<file path="config.mk">
export PLATFORM = sky130hd
export DESIGN_NAME = poi_ctrl
export DESIGN_NICKNAME = d
export VERILOG_FILES = /design/src/sv/poi_pkg.sv /design/src/sv/poi_ctrl.sv
export SDC_FILE = /design/constraint.sdc
export NUM_CORES = 1
export LEC_CHECK = 0
export BUFFER_PORTS_ARGS = -buffer_cell sky130_fd_sc_hd__buf_2
export CAP_MARGIN = 15
export CORE_UTILIZATION = 35
export CTS_CLUSTER_SIZE = 14
export DETAILED_ROUTE_END_ITERATION = 7
export GPL_ROUTABILITY_DRIVEN = 0
export HOLD_SLACK_MARGIN = 0.12
export SKIP_CTS_REPAIR_TIMING = 1
export SLEW_MARGIN = 25
export SYNTH_ARGS = -nofsm -noshare
export SYNTH_HDL_FRONTEND = slang
export SYNTH_SLANG_ARGS = --single-unit
</file>
<file path="constraint.sdc">
create_clock -name clk -period 2.1 [get_ports clk]
set_clock_uncertainty 0.15 [all_clocks]
set_input_delay 0.21 -clock clk [delete_from_list [all_inputs] [get_ports clk]]
set_output_delay 0.21 -clock clk [all_outputs]
set_load 0.005 [all_outputs]
</file>
<file path="src/sv/poi_pkg.sv">
// Package for the planar odometry integrator.
// Holds widths, constants, the arctangent table and shared functions.
// No dependencies.
package poi_pkg;

	localparam int CORDIC_STEPS   = 16;
	localparam int TRIG_FRAC_BITS = 14;

	localparam int N_ITER = (CORDIC_STEPS > 24) ? 24 : CORDIC_STEPS;
	localparam int IW     = $clog2(N_ITER);
	localparam int CW     = 34;
	localparam logic signed [CW-1:0] GAIN_Q30 = CW'(652032874);

	localparam int TRW  = TRIG_FRAC_BITS + 2;
	localparam int PW   = 16 + TRW;
	localparam int RXW  = PW + 1;
	localparam int DTW  = 21;
	localparam int NW   = RXW + DTW;
	localparam int MW   = NW + 1;
	localparam int QW   = MW + 1;
	localparam int DW   = 16 + TRIG_FRAC_BITS;
	localparam int WDW  = 37;
	localparam int MA_W = (RXW > WDW) ? RXW : WDW;
	localparam int MB_W = 23;
	localparam int MP_W = MA_W + MB_W;

	localparam logic [DW-1:0] DIV_C = DW'(62500) << TRIG_FRAC_BITS;
	localparam logic signed [MB_W-1:0] ANG_SCALE = MB_W'(2799883);

	// time scale split as 15625 * 2^(TRIG_FRAC_BITS + 2)
	localparam int DIV_SH  = TRIG_FRAC_BITS + 2;
	localparam int DIV_ODD = 15625;
	localparam int DAW     = 35;
	localparam int DPRE_SH = 8;
	localparam int DAHW    = DAW - DPRE_SH;
	localparam int RCPW    = 19;
	localparam logic [RCPW-1:0] DIV_RCP = RCPW'(274878);
	localparam int RCP_SH  = 24;
	localparam int DRPW    = DAHW + RCPW;
	localparam int DQW     = DRPW - RCP_SH;
	localparam int DRW     = DAW + 2;

	typedef enum logic [3:0] {
		OP_VXCT = 4'd0,
		OP_VYST = 4'd1,
		OP_VXST = 4'd2,
		OP_VYCT = 4'd3,
		OP_RXDT = 4'd4,
		OP_RYDT = 4'd5,
		OP_WDT  = 4'd6,
		OP_WANG = 4'd7,
		OP_HEAD = 4'd8
	} mul_op_t;

	typedef struct packed {
		logic    load_in;
		logic    cord_start;
		logic    cord_half;
		logic    trig_cap;
		logic    mul_en;
		mul_op_t mul_op;
		logic    pos_upd;
		logic    out_load;
	} ctrl_cmd_t;

	typedef struct packed {
		logic cord_busy;
		logic div_busy;
	} dp_status_t;

	function automatic logic [31:0] atan_entry(input logic [4:0] i);
		logic [31:0] r;
		case (i)
			5'd0:    r = 32'h20000000;
			5'd1:    r = 32'h12E4051E;
			5'd2:    r = 32'h09FB385B;
			5'd3:    r = 32'h051111D4;
			5'd4:    r = 32'h028B0D43;
			5'd5:    r = 32'h0145D7E1;
			5'd6:    r = 32'h00A2F61E;
			5'd7:    r = 32'h00517C55;
			5'd8:    r = 32'h0028BE53;
			5'd9:    r = 32'h00145F2F;
			5'd10:   r = 32'h000A2F98;
			5'd11:   r = 32'h000517CC;
			5'd12:   r = 32'h00028BE6;
			5'd13:   r = 32'h000145F3;
			5'd14:   r = 32'h0000A2FA;
			5'd15:   r = 32'h0000517D;
			5'd16:   r = 32'h000028BE;
			5'd17:   r = 32'h0000145F;
			5'd18:   r = 32'h00000A30;
			5'd19:   r = 32'h00000518;
			5'd20:   r = 32'h0000028C;
			5'd21:   r = 32'h00000146;
			5'd22:   r = 32'h000000A3;
			5'd23:   r = 32'h00000051;
			default: r = 32'h0;
		endcase
		return r;
	endfunction

	// round Q30 to frac fraction bits, clamp to +-1.0
	function automatic logic signed [31:0] q30_to(input logic signed [CW-1:0] v,
			input int frac);
		logic signed [CW:0] half;
		logic signed [CW:0] one;
		logic signed [CW:0] r;
		half = (CW+1)'(1) << (29 - frac);
		one  = (CW+1)'(1) << frac;
		r    = ((CW+1)'(v) + half) >>> (30 - frac);
		if (r > one)
			r = one;
		else if (r < -one)
			r = -one;
		return 32'(r);
	endfunction

endpackage

</file>
<file path="src/sv/poi_ctrl.sv">
// Sequencer for the odometry integrator: trig, multiplies, divide, output.
// Drives datapath commands and the channel handshakes. Depends on poi_pkg.
module poi_ctrl (
	input  logic                clk,
	input  logic                arst_n,
	input  logic                in_valid,
	output logic                in_stall,
	output logic                out_valid,
	input  logic                out_stall,
	input  poi_pkg::dp_status_t sts,
	output poi_pkg::ctrl_cmd_t  cmd
);

	typedef enum logic [5:0] {
		S_IDLE = 6'b000001,
		S_TRIG = 6'b000010,
		S_MUL  = 6'b000100,
		S_ROT2 = 6'b001000,
		S_WAIT = 6'b010000,
		S_DONE = 6'b100000
	} state_t;

	state_t     state_q, state_d;
	logic [3:0] cnt_q, cnt_d;
	logic       ov_q;

	always_comb begin
		state_d     = state_q;
		cnt_d       = cnt_q;
		cmd         = '0;
		cmd.mul_op  = poi_pkg::mul_op_t'(cnt_q);
		in_stall    = 1'b1;
		case (state_q)
			S_IDLE: begin
				in_stall = 1'b0;
				if (in_valid) begin
					cmd.load_in    = 1'b1;
					cmd.cord_start = 1'b1;
					state_d        = S_TRIG;
				end
			end
			S_TRIG: begin
				if (!sts.cord_busy) begin
					cmd.trig_cap = 1'b1;
					cnt_d        = '0;
					state_d      = S_MUL;
				end
			end
			S_MUL: begin
				cmd.mul_en = 1'b1;
				if (cnt_q == 4'(poi_pkg::OP_HEAD))
					state_d = S_ROT2;
				else
					cnt_d = cnt_q + 4'd1;
			end
			S_ROT2: begin
				cmd.cord_start = 1'b1;
				cmd.cord_half  = 1'b1;
				state_d        = S_WAIT;
			end
			S_WAIT: begin
				cmd.cord_half = 1'b1;
				if (!sts.cord_busy && !sts.div_busy) begin
					cmd.pos_upd = 1'b1;
					state_d     = S_DONE;
				end
			end
			S_DONE: begin
				cmd.cord_half = 1'b1;
				if (!ov_q || !out_stall) begin
					cmd.out_load = 1'b1;
					state_d      = S_IDLE;
				end
			end
			default: state_d = S_IDLE;
		endcase
	end

	always_ff @(posedge clk or negedge arst_n) begin
		if (!arst_n) begin
			state_q <= S_IDLE;
			cnt_q   <= '0;
			ov_q    <= 1'b0;
		end else begin
			state_q <= state_d;
			cnt_q   <= cnt_d;
			ov_q    <= cmd.out_load | (ov_q & out_stall);
		end
	end

	assign out_valid = ov_q;

endmodule

</file>
== Word-level counts from Yosys, hierarchy flattened ==
Index checks and enable logic that the tools add are counted.
W data, S select, Z words.
Cells by class
  muxes and demuxes: 21
  $add $sub $neg: 1
  bitwise operators: 2
  equality and inequality tests: 13
  reduce and logical (&&, ||, !) cells: 10
Operators by type and width (number)
  $pmux W6 S6: 1
  $mux W6: 5
  $ne A2 B2 Y1 const B: 6
  $mux W1: 10
  $mux W4: 2
  $pmux W4 S2: 1
  $eq A6 B1 Y1 const B: 1
  $eq A6 B2 Y1 const B: 1
  $eq A6 B3 Y1 const B: 1
  $eq A6 B4 Y1 const B: 1
  $eq A6 B5 Y1 const B: 1
  $eq A6 B6 Y1 const B: 1
  $reduce_and A5 Y1: 1
  $add A4 B1 Y4 const B: 1
  $eq A4 B4 Y1 const B: 1
  $logic_not A1 Y1: 4
  $reduce_and A3 Y1: 1
  $reduce_or A3 Y1: 1
  $mux W2: 1
  $pmux W1 S2: 1
  $reduce_bool A2 Y1: 1
  $and A1 B1 Y1: 1
  $logic_and A1 B1 Y1: 1
  $logic_or A1 B1 Y1: 1
  $or A1 B1 Y1: 1
Word-level totals
  flip-flop bits (word level): 11
  bits of input ports: 6
  output and inout port bits: 13
  word-level logic and storage cells: 50

== Depth between registers and ports, before layout ==
  depth after elaboration: 5
  mapped depth: 6
  mapped depth without buffers: 6

== Worst setup path after synthesis ==
Ideal clock, no wire load.
  path kind: register to register
  from: register cnt_q[0]
  to: register cnt_q[2]
  clock period less this slack: 1511 ps
  path slack: 589 ps
  data arrival time: 1243 ps
  library setup time: 118 ps
  cell stages (with the launch flop): 7
  data required time: 1832 ps
  path buffers: 0
  cells stage by stage: dfrtp_1 inv_1 ha_1 nand2_1 o2111ai_4 mux2i_1 a21o_1
Between the ends
  word-level cells in the longest chain between the ends: 3
  elaborated cells on any way between the ends: 6
  those cells by class: add/sub: 1; eq/ne: 2; mux: 2; reduce/logical: 1
Ends and longest elaborated chain
  from (decl): RTL line poi_ctrl.sv:24  | logic [3:0] cnt_q, cnt_d;
  from (signal assigned): RTL line poi_ctrl.sv:86  | cnt_q <= cnt_d;
  $add A4 B1 Y4 or $eq A4 B4 Y1 (tied branches): RTL line poi_ctrl.sv:54, poi_ctrl.sv:51
  $mux W4 or $ne A2 B2 Y1 (tied branches)
  $pmux W4 S2 or $reduce_and A3 Y1 (tied branches)
Parallel ways exist; a longest one is shown, timed or not. The select of a mux whose other input is x is not followed.
A chain may end at the register's enable or synchronous reset.

==> results.toml <==
[synth]
synth_area_um2 = 713
ys_ff_latch = 11
synth_seq_area_share_pct = 38.8
yosysWarnings = 0
synth_top_family_by_area = "simple AND/OR/NAND/NOR gates"
synthesis.nets = 84
ys_types = 37
synthMuxAreaShare_pct = 1.40
yosysTopAreaCell = "dfrtp_1"
synth_compound_area_share_pct = 15.6
yosys.area_share.xor_xnor_pct = 3.68
synth_area_per_cell_um2 = 9.38
synthTopCellsByArea = "dfrtp_1 35%, nand3_1 6.3%, dfstp_2 3.7%"
synthSimpleGateAreaFrac_pct = 30.7
netlist.area_leader.share_pct = 35.1
synth_fa_ha_area_share_pct = 3.51
synthCells = 76

[clocking]
clk_pin_slew_ps = 70
cts_tree = "yes"
cts.path.max_buffers = 2
root_buffer = "clkbuf_4"
worstSkewPairLatency_ps = 270
numClockSinks = 11
cts_buffers = 3
htree_levels = 1

[route]
ant_nets = 0
drtPass1Iterations = 4
vias_per_cell = 4.89
drt-total-wl_mm = 1.37
vias = 602
drtIter0Drc = 10
wl_per_cell_um = 11.2
drc = 0

[setup_path]
r2r-end = "state_q[0]$_DFFE_PN1P_"
startpoint = "state_q[4]$_DFFE_PN0P_"
slowest_stage = "dfrtp_1"
path_depth = 4
end_kind = "primary output"
critPathBufInv = 1
endpoint = "cmd[9]"
reg2reg_depth = 6
cpPeakStageDelay_ps = 510
crit_family = "simple AND/OR/NAND/NOR gates"
worstPathArrival_ps = 1610
reg2reg_setup_slack_ps = 460
worstPathCellList = "nor4_4, and3_1, o21bai_1, buf_2"
crit_fanout = 9
crit_type = "reg2out"
r2r_start = "cnt_q[0]$_DFFE_PN0P_"
critPathRequiredTime_ps = 1740
critPathLaunchType = "register"

[die]
initial_core_util_pct = 39.2
die_y_um = 47.1
ios = 19
rows = 15
dieArea_um2 = 2220
chipWidth_um = 47.1
fp.coreArea_um2 = 1820

[timing]
finalSetupTns_ps = 0
whs_ps = 125
fin_crit_ps = 1970
worst_pin_slew_ps = 372
final-hold-violation-count = 0
drv_slew = 0
max_freq_mhz = 508
setup_viol = 0
timing.slew.headroom_pct = 75.2
rsz0062_at_grt = "no"
fin_crit_sh_pct = 93.8

[place]
dp_cells = 116
dpl.hpwl_mm = 1.07
io_buffers = 18

[finish]
diodes = 0
area_growth_pct = 21.2
fin_cells = 123
drive_gt1_share_pct = 29.6
layout.nets = 107

[global_route]
grt_first_pass_wirelength_mm = 2.24
antenna_found_initial = 0
track_usage_pct = 14.6
grt_max_degree = 12
overflow = 0
first_global_vias = 498

[power]
total_leakage_power_uw = 0.000441
powerDensity_nw_per_um2 = 1050
vdd_ir_drop_max_v = 0.000569
total_power_uw = 910

[run]
drv_cap = 0

[worst_hold_path]
hp-class = "in2reg"

[run_status]
status = "complete, no violations"
==> cell type report <==
cell class / count / area [um2]
fill: 184 / 956
multi-input combinational: 57 / 392
sequential: 11 / 277
timing repair buffer: 21 / 120
tap: 25 / 31.3
clock buffer: 4 / 26.3
inverter: 5 / 18.8
==> per-layer routing <==
metal,up-vias,wire length [um],share of wire [%],track usage [%]
met5,-,0,0,0
met1,277,702,51,20.2
met2,11,594,43,20.6
met3,2,69,5.0,6.92
met4,0,8,0.58,3.43
li1,312,-,-,-
==> synth_stat cells <==
library cell / number
nor4_4: 1
or3b_2: 1
nand3_1: 9
nand2b_1: 2
inv_1: 4
o22ai_1: 1
and2b_1: 1
o211ai_1: 1
nor2b_1: 1
nand2_1: 5
nor3b_1: 1
nor3_4: 1
a22oi_1: 1
buf_6: 1
o21ai_0: 5
nor3_1: 3
and2_1: 1
o21ai_1: 1
o2111ai_4: 1
inv_2: 1
dfstp_2: 1
dfrtp_1: 10
a21o_1: 1
xnor2_1: 1
nor2_1: 5
xor2_1: 2
o21bai_1: 1
nor2b_2: 1
nand4_1: 1
nor2_2: 1
and3_1: 1
ha_1: 2
mux2i_1: 1
a21oi_1: 2
buf_4: 2
or2b_1: 1
o2111ai_1: 1
==> logic make-up (layout without fill, tap and decap cells) <==
group / count (synthesis) / count (layout)
multiplexers: 1 / 1
XOR/XNOR: 3 / 3
AO/OA/AOI/OAI: 15 / 15
flip-flops: 11 / 11
adder cells (fa/ha/maj): 2 / 2
buffers and inverters: 8 / 30
AND/OR/NAND/NOR: 36 / 36
==> per-stage QoR <==
step           setup slack, ps  utilization (%)  cell area [um2]
3_3_place_gp               442             44.4              808
4_1_cts                    114             45.8              835
2_1_floorplan              589                -              713
5_1_grt                   42.2             47.5              865
6_report                   130             47.5              865
3_5_place_dp               425             44.4              808
==> worst min-delay path, delay by kind of cell <==
kind	cells	cell delay, ps
and+or+nand+nor	2	190
buffers and inverters	1	100
==> power breakdown <==
part           internal [uW]  switching, uW
Clock                   73.4           66.9
Combinational            193            203
Sequential               278           96.4
Total                    544            366
==> worst min path at each step <==
| stage | from | depth (start not counted) | end |
|---|---|---|---|
| after detailed placement | arst_n | 1 | out_valid$_DFF_PN0_ |
| after CTS | arst_n | 1 | state_q[3]$_DFFE_PN0P_ |
| after global placement | arst_n | 1 | out_valid$_DFF_PN0_ |
| after global routing | sts[0] | 3 | state_q[5]$_DFFE_PN0P_ |
| after floorplan | arst_n | 0 | cnt_q[0]$_DFFE_PN0P_ |
| final | sts[0] | 3 | state_q[5]$_DFFE_PN0P_ |
==> cells in the final DEF (no fill, tap or decap), types with 2 or more instances in the layout <==
| cell | count |
|---|---|
| buf_2 | 18 |
| dfrtp_1 | 10 |
| nand3_1 | 9 |
| nand2_1 | 5 |
| nor2_1 | 5 |
| o21ai_0 | 5 |
| inv_1 | 4 |
| nor3_1 | 3 |
| clkbuf_4 | 3 |
| dlygate4sd3_1 | 3 |
| nand2b_1 | 2 |
| a21oi_1 | 2 |
| xor2_1 | 2 |
| ha_1 | 2 |
==> state kept, by name, indices dropped and copies added (netlist names) <==
signal	flops
state_q	6
cnt_q	4
out_valid	1
Power figures use the tool's default switching activity.
